`src/hdl/nd_neighbor_cache_update_defines.svh`:
```
// ---------------------------------------------------------------------------
// nd_neighbor_cache_update_defines.svh
// Assertion macros shared by the neighbor cache update block.
// ---------------------------------------------------------------------------
`ifndef ND_NEIGHBOR_CACHE_UPDATE_DEFINES_SVH
`define ND_NEIGHBOR_CACHE_UPDATE_DEFINES_SVH

// Same-cycle implication, sampled on clk and disabled while rst_n is low.
`define NDCU_ASSERT_SAME(label, ante, cons, msg) \
    label: assert property (@(posedge clk) disable iff (!rst_n) (ante) |-> (cons)) \
        else $error(msg);

// Next-cycle implication, sampled on clk and disabled while rst_n is low.
`define NDCU_ASSERT_NEXT(label, ante, cons, msg) \
    label: assert property (@(posedge clk) disable iff (!rst_n) (ante) |=> (cons)) \
        else $error(msg);

`endif

```
`src/hdl/ndcu_pkg.sv`:
```
// ---------------------------------------------------------------------------
// ndcu_pkg
// Types and codes of the neighbor cache update block.
// ---------------------------------------------------------------------------
`default_nettype none

package ndcu_pkg;

    // Message kinds.
    localparam logic [1:0] KIND_NS = 2'd0;
    localparam logic [1:0] KIND_NA = 2'd1;
    localparam logic [1:0] KIND_RA = 2'd2;

    // Reachability states.
    localparam logic [2:0] ST_ABSENT     = 3'd0;
    localparam logic [2:0] ST_INCOMPLETE = 3'd1;
    localparam logic [2:0] ST_REACHABLE  = 3'd2;
    localparam logic [2:0] ST_STALE      = 3'd3;
    localparam logic [2:0] ST_DELAY      = 3'd4;
    localparam logic [2:0] ST_PROBE      = 3'd5;

    // Default router list actions.
    localparam logic [1:0] RL_NONE  = 2'd0;
    localparam logic [1:0] RL_ENTER = 2'd1;
    localparam logic [1:0] RL_LEAVE = 2'd2;

    // Minimum ICMP lengths.
    localparam logic [15:0] MIN_LEN_NSNA = 16'd24;
    localparam logic [15:0] MIN_LEN_RA   = 16'd16;

    // Bit positions in header_flags.
    localparam int HF_TGT_MCAST   = 0;
    localparam int HF_SRC_UNSPEC  = 1;
    localparam int HF_DST_MCAST   = 2;
    localparam int HF_ZERO_OPTLEN = 3;

    // Bit positions in adv_flags.
    localparam int AF_OVERRIDE  = 0;
    localparam int AF_SOLICITED = 1;
    localparam int AF_ROUTER    = 2;

    typedef struct packed {
        logic [1:0]  kind;
        logic [7:0]  icmp_code;
        logic [15:0] icmp_length;
        logic [3:0]  header_flags;
        logic        lla_present;
        logic [47:0] lla;
        logic [2:0]  adv_flags;
        logic [2:0]  entry_state;
        logic [47:0] cached_lla;
        logic        cached_is_router;
        logic        can_create;
        logic [15:0] ra_lifetime;
    } ndcu_req_t;

    typedef struct packed {
        logic        accepted;
        logic        write_entry;
        logic [2:0]  new_state;
        logic [47:0] new_lla;
        logic        new_is_router;
        logic        stamp_time;
        logic        flush_queue;
        logic [1:0]  router_list_action;
        logic        write_lifetime;
        logic [15:0] new_lifetime;
    } ndcu_rsp_t;

endpackage

`default_nettype wire

```
`src/hdl/ndcu_if.sv`:
```
// ---------------------------------------------------------------------------
// ndcu_if
// Valid/ready channels for messages and verdicts of the cache update block.
// ---------------------------------------------------------------------------
`default_nettype none

// Message channel.
interface ndcu_req_if;
    logic                  valid;
    logic                  ready;
    ndcu_pkg::ndcu_req_t   data;

    modport source (output valid, output data, input ready);
    modport sink (input valid, input data, output ready);
endinterface

// Verdict channel.
interface ndcu_rsp_if;
    logic                  valid;
    logic                  ready;
    ndcu_pkg::ndcu_rsp_t   data;

    modport source (output valid, output data, input ready);
    modport sink (input valid, input data, output ready);
endinterface

`default_nettype wire

```
`src/hdl/ndcu_decide.sv`:
```
// ---------------------------------------------------------------------------
// ndcu_decide
// Validation and entry update decision for one neighbor discovery message.
// ---------------------------------------------------------------------------
`default_nettype none

module ndcu_decide (
    input  wire ndcu_pkg::ndcu_req_t req,
    output ndcu_pkg::ndcu_rsp_t      rsp
);
    import ndcu_pkg::*;

    logic [2:0] st;
    logic       addr_diff;
    logic       sol;
    logic       ovr;
    logic       rtr;

    // Out-of-range entry states count as absent.
    assign st        = (req.entry_state > ST_PROBE) ? ST_ABSENT : req.entry_state;
    assign addr_diff = (req.cached_lla != req.lla);
    assign sol       = req.adv_flags[AF_SOLICITED];
    assign ovr       = req.adv_flags[AF_OVERRIDE];
    assign rtr       = req.adv_flags[AF_ROUTER];

    always_comb
    begin
        logic have;
        have = 1'b0;
        rsp  = '0;

        if (req.icmp_code == 8'd0)
        begin
            unique case (req.kind)
                // Neighbor solicitation.
                KIND_NS:
                begin
                    if (req.icmp_length >= MIN_LEN_NSNA && !req.header_flags[HF_TGT_MCAST]
                        && !req.header_flags[HF_ZERO_OPTLEN])
                    begin
                        if (!req.lla_present)
                        begin
                            rsp.accepted = 1'b1;
                        end
                        else if (!req.header_flags[HF_SRC_UNSPEC])
                        begin
                            rsp.accepted = 1'b1;
                            if (st == ST_ABSENT)
                            begin
                                if (req.can_create)
                                begin
                                    rsp.write_entry = 1'b1;
                                    rsp.new_state   = ST_STALE;
                                    rsp.new_lla     = req.lla;
                                    rsp.stamp_time  = 1'b1;
                                end
                            end
                            else if (st == ST_INCOMPLETE || addr_diff)
                            begin
                                rsp.write_entry   = 1'b1;
                                rsp.new_state     = ST_STALE;
                                rsp.new_lla       = req.lla;
                                rsp.new_is_router = req.cached_is_router;
                                rsp.stamp_time    = 1'b1;
                                rsp.flush_queue   = (st == ST_INCOMPLETE);
                            end
                        end
                    end
                end

                // Neighbor advertisement.
                KIND_NA:
                begin
                    if (req.icmp_length >= MIN_LEN_NSNA && !req.header_flags[HF_TGT_MCAST]
                        && !req.header_flags[HF_ZERO_OPTLEN]
                        && !(req.header_flags[HF_DST_MCAST] && sol) && req.lla_present)
                    begin
                        rsp.accepted = 1'b1;
                        if (st != ST_ABSENT)
                        begin
                            if (st == ST_INCOMPLETE)
                            begin
                                rsp.write_entry   = 1'b1;
                                rsp.new_lla       = req.lla;
                                rsp.new_state     = sol ? ST_REACHABLE : ST_STALE;
                                rsp.new_is_router = rtr;
                                rsp.stamp_time    = 1'b1;
                                rsp.flush_queue   = 1'b1;
                            end
                            else if (!ovr && addr_diff)
                            begin
                                // A differing address without override only ages a
                                // reachable entry.
                                if (st == ST_REACHABLE)
                                begin
                                    rsp.write_entry   = 1'b1;
                                    rsp.new_state     = ST_STALE;
                                    rsp.new_lla       = req.cached_lla;
                                    rsp.new_is_router = req.cached_is_router;
                                    rsp.stamp_time    = 1'b1;
                                end
                            end
                            else
                            begin
                                rsp.write_entry   = 1'b1;
                                rsp.new_lla       = req.lla;
                                rsp.new_is_router = rtr;
                                if (sol)
                                begin
                                    rsp.new_state = ST_REACHABLE;
                                end
                                else if (addr_diff)
                                begin
                                    rsp.new_state = ST_STALE;
                                end
                                else
                                begin
                                    rsp.new_state = st;
                                end
                                rsp.stamp_time = (rsp.new_state != st)
                                    || (rsp.new_state == ST_REACHABLE);
                            end
                            if (rsp.write_entry && req.cached_is_router && !rsp.new_is_router)
                            begin
                                rsp.router_list_action = RL_LEAVE;
                            end
                        end
                    end
                end

                // Router advertisement.
                KIND_RA:
                begin
                    if (req.icmp_length >= MIN_LEN_RA && !req.header_flags[HF_ZERO_OPTLEN])
                    begin
                        rsp.accepted = 1'b1;
                        // An absent entry that cannot be created ends processing.
                        if (!(req.lla_present && st == ST_ABSENT && !req.can_create))
                        begin
                            if (req.lla_present)
                            begin
                                have              = 1'b1;
                                rsp.write_entry   = 1'b1;
                                rsp.new_lla       = req.lla;
                                rsp.new_is_router = 1'b1;
                                rsp.stamp_time    = 1'b1;
                                if (st == ST_ABSENT || st == ST_INCOMPLETE)
                                begin
                                    rsp.new_state = ST_STALE;
                                end
                                else if (st == ST_STALE || !addr_diff)
                                begin
                                    rsp.new_state = st;
                                end
                                else
                                begin
                                    rsp.new_state = ST_STALE;
                                end
                                rsp.flush_queue = (st == ST_INCOMPLETE);
                            end
                            else if (st != ST_ABSENT)
                            begin
                                have              = 1'b1;
                                rsp.write_entry   = 1'b1;
                                rsp.new_state     = st;
                                rsp.new_lla       = req.cached_lla;
                                rsp.new_is_router = 1'b1;
                            end

                            if (req.ra_lifetime == 16'd0)
                            begin
                                if (have)
                                begin
                                    rsp.router_list_action = RL_LEAVE;
                                    rsp.write_lifetime     = 1'b1;
                                end
                            end
                            else if (have || req.can_create)
                            begin
                                // Without an entry, a bare router entry is created.
                                if (!have)
                                begin
                                    rsp.write_entry   = 1'b1;
                                    rsp.new_state     = ST_ABSENT;
                                    rsp.new_lla       = '0;
                                    rsp.new_is_router = 1'b1;
                                end
                                rsp.write_lifetime     = 1'b1;
                                rsp.new_lifetime       = req.ra_lifetime;
                                rsp.router_list_action = RL_ENTER;
                            end
                        end
                    end
                end

                // Unknown kind is dropped.
                default:
                begin
                    rsp = '0;
                end
            endcase
        end
    end

endmodule

`default_nettype wire

```
`src/hdl/nd_neighbor_cache_update.sv`:
```
// The block takes one message per cycle, save for the stall below, and returns one
// verdict for each: the message is captured in an input register, the validation and
// update decision is evaluated in one pass of logic, and the verdict sits in a result
// register until it is taken. While a finished verdict waits, one more message can
// still be taken into an empty input register; the input stalls only when both
// registers are full and the verdict side is not ready. Throughput is one beat per
// cycle whenever the verdict side is ready. There is no internal state beyond these
// two stages.
// ---------------------------------------------------------------------------
// nd_neighbor_cache_update
// Neighbor discovery cache update: two-stage pipeline around the decision logic.
// ---------------------------------------------------------------------------
`default_nettype none

`include "nd_neighbor_cache_update_defines.svh"

module nd_neighbor_cache_update (
    input  wire         clk,
    input  wire         rst_n,
    ndcu_req_if.sink    req,
    ndcu_rsp_if.source  rsp
);
    import ndcu_pkg::*;

    logic       s1_valid_reg;
    logic       s1_valid_next;
    ndcu_req_t  s1_data_reg;
    logic       out_valid_reg;
    logic       out_valid_next;
    ndcu_rsp_t  out_data_reg;
    ndcu_rsp_t  decision;
    logic       out_load;
    logic       in_fire;

    // Handshake control.
    assign out_load  = !out_valid_reg || rsp.ready;
    assign req.ready = !s1_valid_reg || out_load;
    assign in_fire   = req.valid && req.ready;

    assign s1_valid_next  = in_fire ? 1'b1 : (out_load ? 1'b0 : s1_valid_reg);
    assign out_valid_next = out_load ? s1_valid_reg : out_valid_reg;

    // Decision logic between the two registers.
    ndcu_decide u_decide (
        .req (s1_data_reg),
        .rsp (decision)
    );

    // Valid flags.
    always_ff @(posedge clk or negedge rst_n)
    begin
        if (!rst_n)
        begin
            s1_valid_reg  <= 1'b0;
            out_valid_reg <= 1'b0;
        end
        else
        begin
            s1_valid_reg  <= s1_valid_next;
            out_valid_reg <= out_valid_next;
        end
    end

    // Payload registers.
    always_ff @(posedge clk)
    begin
        if (in_fire)
        begin
            s1_data_reg <= req.data;
        end
        if (out_load && s1_valid_reg)
        begin
            out_data_reg <= decision;
        end
    end

    assign rsp.valid = out_valid_reg;
    assign rsp.data  = out_data_reg;

    // Checks on the pipeline and on the verdict encoding.
    `NDCU_ASSERT_NEXT(a_s1_held, s1_valid_reg && out_valid_reg && !rsp.ready, s1_valid_reg, "input stage lost a beat while the result was stalled")
    `NDCU_ASSERT_SAME(a_drop_clean, rsp.valid && !rsp.data.accepted, !rsp.data.write_entry && !rsp.data.write_lifetime && rsp.data.router_list_action == RL_NONE, "dropped message carries writes")
    `NDCU_ASSERT_SAME(a_lifetime_zero, rsp.valid && !rsp.data.write_lifetime, rsp.data.new_lifetime == 16'd0, "lifetime value without lifetime write")
    `NDCU_ASSERT_SAME(a_flush_write, rsp.valid && rsp.data.flush_queue, rsp.data.write_entry && rsp.data.stamp_time, "queue flush without entry write")

endmodule

`default_nettype wire
```
`src/flat_wrapper.sv`:
```
// flat-port wrapper written by rule: the top's interface ports become plain ports
module nd_neighbor_cache_update_flat import ndcu_pkg::*;
  (clk, rst_n, req_valid, req_data, req_ready, rsp_valid, rsp_data, rsp_ready);
  ndcu_req_if req_i ();
  ndcu_rsp_if rsp_i ();
  input  wire clk;
  input  wire rst_n;
  input wire logic [$bits(req_i.valid)-1:0] req_valid;
  input wire logic [$bits(req_i.data)-1:0] req_data;
  output wire logic [$bits(req_i.ready)-1:0] req_ready;
  output wire logic [$bits(rsp_i.valid)-1:0] rsp_valid;
  output wire logic [$bits(rsp_i.data)-1:0] rsp_data;
  input wire logic [$bits(rsp_i.ready)-1:0] rsp_ready;
  assign req_i.valid = req_valid;
  assign req_i.data = req_data;
  assign req_ready = req_i.ready;
  assign rsp_valid = rsp_i.valid;
  assign rsp_data = rsp_i.data;
  assign rsp_i.ready = rsp_ready;
  nd_neighbor_cache_update u_core (.clk(clk), .rst_n(rst_n), .req(req_i), .rsp(rsp_i));
endmodule
```
`config.mk`:
```
export PLATFORM = sky130hd
export DESIGN_NAME = nd_neighbor_cache_update_flat
export DESIGN_NICKNAME = d
export VERILOG_FILES = /design/src/hdl/ndcu_pkg.sv /design/src/hdl/ndcu_if.sv /design/src/hdl/ndcu_decide.sv /design/src/hdl/nd_neighbor_cache_update.sv /design/src/flat_wrapper.sv
export VERILOG_INCLUDE_DIRS = /design/src /design/src/hdl
export SDC_FILE = /design/constraint.sdc
export NUM_CORES = 1
export LEC_CHECK = 0
export ABC_AREA = 1
export BUFFER_PORTS_ARGS = -buffer_cell sky130_fd_sc_hd__buf_4
export CAP_MARGIN = 30
export CORE_UTILIZATION = 50
export CTS_CLUSTER_SIZE = 10
export DETAILED_ROUTE_END_ITERATION = 10
export PLACE_DENSITY = 0.77
export SLEW_MARGIN = 30
export SYNTH_ARGS = -nofsm -noshare
export SYNTH_HDL_FRONTEND = slang
export SYNTH_SLANG_ARGS = --single-unit
```
`constraint.sdc`:
```
create_clock -name clk -period 4.6 [get_ports clk]
set_clock_uncertainty 0.05 [all_clocks]
set_input_delay 0.69 -clock clk [delete_from_list [all_inputs] [get_ports clk]]
set_output_delay 0.69 -clock clk [all_outputs]
set_load 0.01 [all_outputs]
```
==> results.cfg, run 1 <==
[status]
status = finished clean

[timing]
worst_pin_slew_ps = 946
relSlewSlack = 0.369
fin_crit_sh = 0.647
rsz0062_at_grt = false
timing.fmax_ghz = 0.336
fin_tns_setup_ps = 0
setup_ws_ps = 1620
fin_crit_ps = 2980
hold_viol_final = 0
hold-worst-slack_ps = 271
slew_violations = 0
setup_viol = 0

[global_routing]
grt_antenna_before_repair = 0
grt.overflow.total = 0
grt_use_total = 0.249
grt_max_degree = 80
grt_pass1_wl_um = 43200
grt_pass1_vias = 8946

[logic_synthesis]
synth_top_family_by_area = simple AND/OR/NAND/NOR gates
yosys.area.top_type = edfxtp_1
yosys_warnings = 0
ys_types = 29
synth_fa_ha_area_frac = 0.00455
synth.area.top_cells = edfxtp_1 61%, nand2_1 13%, inv_1 5.9%, o21ai_0 4.3%, nand3_1 3.2%
syn_area_per_cell_um2 = 9.16
syn_area_mm2 = 0.0110
synth-compound-area-share = 0.0750
synth_nets = 1360
synth_xor_area_frac = 0.0239
synth.top_cell.area_share = 0.609
synthFlopType = edfxtp_1
synth_seq_area_share = 0.613
async_flop_share = 0.00889
synth_edf_count = 223
synth_mux_area_frac = 0
synth-seq-cells = 225
yosys.area_share.simple = 0.201
synthCells = 1201

[cells_and_area]
nets = 1580
largest_reg_flops = 148
mostFrequentLayoutCells = 391 x nand2_1, 236 x buf_4, 223 x edfxtp_1
layout_commonest_cell = nand2_1
final_cells = 1704
drive_above_1_share = 0.202
area_growth_pct = 24.7
diodes = 0
final_util = 0.645

[die]
dieArea_mm2 = 0.0226
coreArea_mm2 = 0.0213
rows = 53
design.portCount = 232
die_x_um = 150
fp.dieH_um = 150
start_util = 0.517

[clocking]
clkTransAtPathRegs_ps = 60
cts_buffers = 27
cts.repair.resized = 0
cts_tree = done
clk_latency_ps = 540
cts.sinks = 225
ctsLongestPathBuffers = 3
cts.htree.levels = 1
clk_root_buffer_cell = clkbuf_16

[worst_hold_path]
min_from = req_data[70]
min_to = u_core.s1_data_reg[70]
hold_depth = 1
hold_path_class = in -> reg

[route]
ant_nets = 0
routed_wl_um = 28000
drc = 0
drt_iter0_drc = 600
routedWlPerCell_um = 16.4
firstDrtPassIters = 5
vias_per_cell = 5.28
num_vias = 9000

[pwr]
ir_worst_vdd_v = 0.000299
p_per_area_mw_per_mm2 = 370
p_leak_uw = 0.00599

[place]
port_buffers = 228
dp_cells = 1666
gp_congestion = 0.857
hpwlAfterDp_um = 18400
pre_cts_ws_ps = 1660

[worst_setup_path]
cp_common_cell = nand2_1
reg2reg_depth = 14
max_stage_delay_ps = 790
worstReg2RegStart = u_core.s1_data_reg[111]
startpoint_type = register
reg2reg_to = u_core.rsp.data[32]
end_kind = register
path_max_fanout = 48
crit_type = reg -> reg
path_cells = inv_2 > nand2_1 > nand2_1 > nor2_1 > nand2_1 > inv_1 > nand2_1 > nor2_2 > nand3_4 > nand3_4 > inv_2 > o21ai_0 > nand2_1 > a21oi_1
worstPathArrival_ps = 3180
cp.required_ps = 4810
r2r_slack_ps = 1620
cp_slowest_cell = inv_2

[run]
timing.max_cap.violations = 0
synth_stat cells (3+ instances only):
| cell | count |
|---|---|
| a21oi_1 | 54 |
| a31oi_1 | 5 |
| buf_2 | 11 |
| buf_6 | 3 |
| clkbuf_1 | 32 |
| edfxtp_1 | 223 |
| ha_1 | 4 |
| inv_1 | 172 |
| inv_2 | 10 |
| nand2_1 | 391 |
| nand3_1 | 70 |
| nand4_1 | 8 |
| nor2_1 | 75 |
| o21ai_0 | 94 |
| xnor2_1 | 25 |
| xor2_1 | 5 |
layout make-up:
type                       count  area, um2
clock buffer                  33        698
clock inverter                 4       58.8
fill                        1688       7560
inverter                     184        698
multi-input combinational    745       3380
sequential                   225       6750
tap                          275        344
timing repair buffer         238       1800
worst max path at each step:
stage,from,end,slack [ps]
3_3_place_gp,u_core.s1_data_reg[47],u_core.rsp.data[32],1730
4_1_cts,u_core.s1_data_reg[111],u_core.rsp.data[48],1630
2_1_floorplan,rsp_ready,u_core.s1_data_reg[0],200
5_1_grt,u_core.s1_data_reg[111],u_core.rsp.data[42],1430
3_5_place_dp,u_core.s1_data_reg[111],u_core.rsp.data[48],1660
6_report,u_core.s1_data_reg[111],u_core.rsp.data[32],1620
metal layers:
layer | vias up | track usage | share of wire
met4 | 0 | 0.116 | 0.042
met3 | 78 | 0.0506 | 0.087
met5 | - | 0 | 0
li1 | 4326 | - | -
met1 | 4176 | 0.299 | 0.39
met2 | 420 | 0.429 | 0.48
cells by family after synthesis:
| kind of cell | after synthesis |
|---|---|
| buffers and inverters | 231 |
| xor gates and xnor gates | 30 |
| AOI/OAI and AO/OA | 160 |
| and+or+nand+nor | 551 |
| adders and majority gates | 4 |
| DFF | 225 |
per-stage QoR:
step | instance area (um2) | power (uW)
finish | 13700 | 5080
global placement | 13000 | 3190
floorplan | 11000 | 2910
detailed placement | 13000 | 3220
global route | 13700 | 5270
CTS | 13700 | 5110
power breakdown:
| part | total, uW | switching, uW | internal, uW |
|---|---|---|---|
| logic | 643 | 384 | 259 |
| clock network | 1900 | 784 | 1110 |
| registers | 2540 | 85.5 | 2450 |
critical path: cells and delay by family (launching register included):
kind | cells | cell delay [ps]
buffers and inverters | 3 | 930
and+or+nand+nor | 9 | 940
DFF | 1 | 440
AOI/OAI and AO/OA | 2 | 330
repair_timing:
item | 4_1_cts | 5_1_grt
hold endpoints to repair | 2 | 0
setup buffers | 0 | 0
hold buffers | 1 | 0
Power figures use the tool's default switching activity.
==> run 2: changes to the inputs <==
--- a/config.mk
+++ b/config.mk
@@ -12,7 +12,7 @@
 export CORE_UTILIZATION = 50
 export CTS_CLUSTER_SIZE = 10
 export DETAILED_ROUTE_END_ITERATION = 10
-export PLACE_DENSITY = 0.77
+export PLACE_DENSITY = 0.74
 export SLEW_MARGIN = 30
 export SYNTH_ARGS = -nofsm -noshare
 export SYNTH_HDL_FRONTEND = slang
==> constraint.sdc (replaced) <==
create_clock -name clk -period 3.1 [get_ports clk]
set_clock_uncertainty 0.05 [all_clocks]
set_input_delay 0.465 -clock clk [delete_from_list [all_inputs] [get_ports clk]]
set_output_delay 0.465 -clock clk [all_outputs]
set_load 0.01 [all_outputs]
==> results.cfg, run 2 (synthesized netlist as in run 1, its figures left out) <==
[worst_setup_path]
path_max_fanout = 48
path_cells = inv_1 > nand2_1 > nand2_1 > nor2_1 > nand2_1 > inv_1 > nand2_1 > nor2_2 > nand3_4 > nand3_4 > inv_2 > o21ai_0 > nand2_1 > a21oi_1
critPathLaunch = u_core.s1_data_reg[106]
path_delay_family = buffers and inverters
startpoint_type = register
cp_common_cell = nand2_1
worstPathArrival_ps = 2880
crit_type = reg -> reg
cp_slowest_cell = inv_2
crit_buf_inv = 3
cp.required_ps = 3310
end_kind = register
max_stage_delay_ps = 670
worstReg2RegStart = u_core.s1_data_reg[106]

[global_routing]
grt_pass1_vias = 8555
grt_pass1_wl_um = 42300
grt_antenna_before_repair = 0
grt_max_degree = 76
grt_use_total = 0.244
grt.overflow.total = 0

[die]
rows = 53
start_util = 0.517
coreArea_mm2 = 0.0213
design.portCount = 232
fp.dieH_um = 150
dieArea_mm2 = 0.0226
die_x_um = 150

[cells_and_area]
layout_commonest_cell = nand2_1
fill_cells = 1688
largest_reg_flops = 148
nets = 1587
drive_above_1_share = 0.206
area_growth_pct = 25.8
diodes = 0
seq_area_mm2 = 0.00675
mostFrequentLayoutCells = 390 x nand2_1, 241 x buf_4, 223 x edfxtp_1
final_cells = 1719
multi_input_area_mm2 = 0.00340

[route]
ant_nets = 0
vias_per_cell = 5.14
routedWlPerCell_um = 15.8
drc = 0
routed_wl_um = 27200
firstDrtPassIters = 5
num_vias = 8830
drt_iter0_drc = 562

[clocking]
ctsLongestPathBuffers = 3
clkTransAtPathRegs_ps = 60
clk_root_buffer_cell = clkbuf_16
clk_latency_ps = 550
cts_buffers = 27
cts.sinks = 225
cts.htree.levels = 1
cts_tree = done

[pwr]
p_leak_uw = 0.00603
ir_worst_vdd_v = 0.000577
p_total_uw = 7510
p_per_area_mw_per_mm2 = 542

[run]
timing.max_cap.violations = 0

[timing]
relSlewSlack = 0.383
hold_viol_final = 0
worst_pin_slew_ps = 925
fin_crit_sh = 0.861
timing.fmax_ghz = 0.375
rsz0062_at_grt = false
fin_crit_ps = 2670
setup_viol = 0
slew_violations = 0

[place]
dp_cells = 1673
port_buffers = 228
gp_congestion = 0.853
hpwlAfterDp_um = 17900

[worst_hold_path]
min_from = req_data[10]
hold_path_class = in -> reg

[status]
status = finished clean
[run 2: repair_timing]
item                                   in CTS  in global routing
endpoints found under the hold margin       2                  0
gates resized for setup                     0                  0
hold buffers                                1                  0
buffers inserted                            0                  0
[run 2: final cells by class]
type | count | area share
Tap cell | 275 | 0.0248
Inverter | 184 | 0.0515
Sequential cell | 225 | 0.487
Clock inverter | 4 | 0.00262
Timing Repair Buffer | 245 | 0.136
Multi-Input combinational cell | 745 | 0.245
Clock buffer | 41 | 0.0526
[run 2: final timing paths]
check / to / slack, ps / cells past startpoint
max: u_core.rsp.data[38] / 430 / 14
min: u_core.s1_data_reg[10] / 40 / 1
max reg2reg: u_core.rsp.data[38] / 430 / 14
min reg2reg: u_core.rsp.data[8] / 500 / 2
max in group asynchronous: u_core.rsp.valid / 2700 / 2
min in group asynchronous: u_core.s1_valid_reg / 190 / 2
[run 2: metal layers]
layer  routed length (um)  global-route usage
met1                10900               0.307
met2                13200               0.411
met3                 2300              0.0542
met4                  808              0.0909
met5                    0                   0
[run 2: power by group]
| part | switching [uW] | total, uW | internal (uW) |
|---|---|---|---|
| combinational | 561 | 959 | 398 |
| clock | 1170 | 2780 | 1610 |
| sequential | 132 | 3770 | 3640 |
[run 2: stage by stage]
stage / instance area, um2 / hold WS (ps) / setup slack (ps) / util / TNS [ps]
global route: 13800 / 20.0 / 196 / 0.651 / 0
global placement: 13100 / 198 / 516 / 0.614 / 0
floorplan: 11000 / 119 / -204 / - / -34570
CTS: 13800 / 24.1 / 415 / 0.651 / 0
detailed placement: 13100 / 199 / 463 / 0.614 / 0
finish: 13800 / 42.7 / 430 / 0.651 / 0
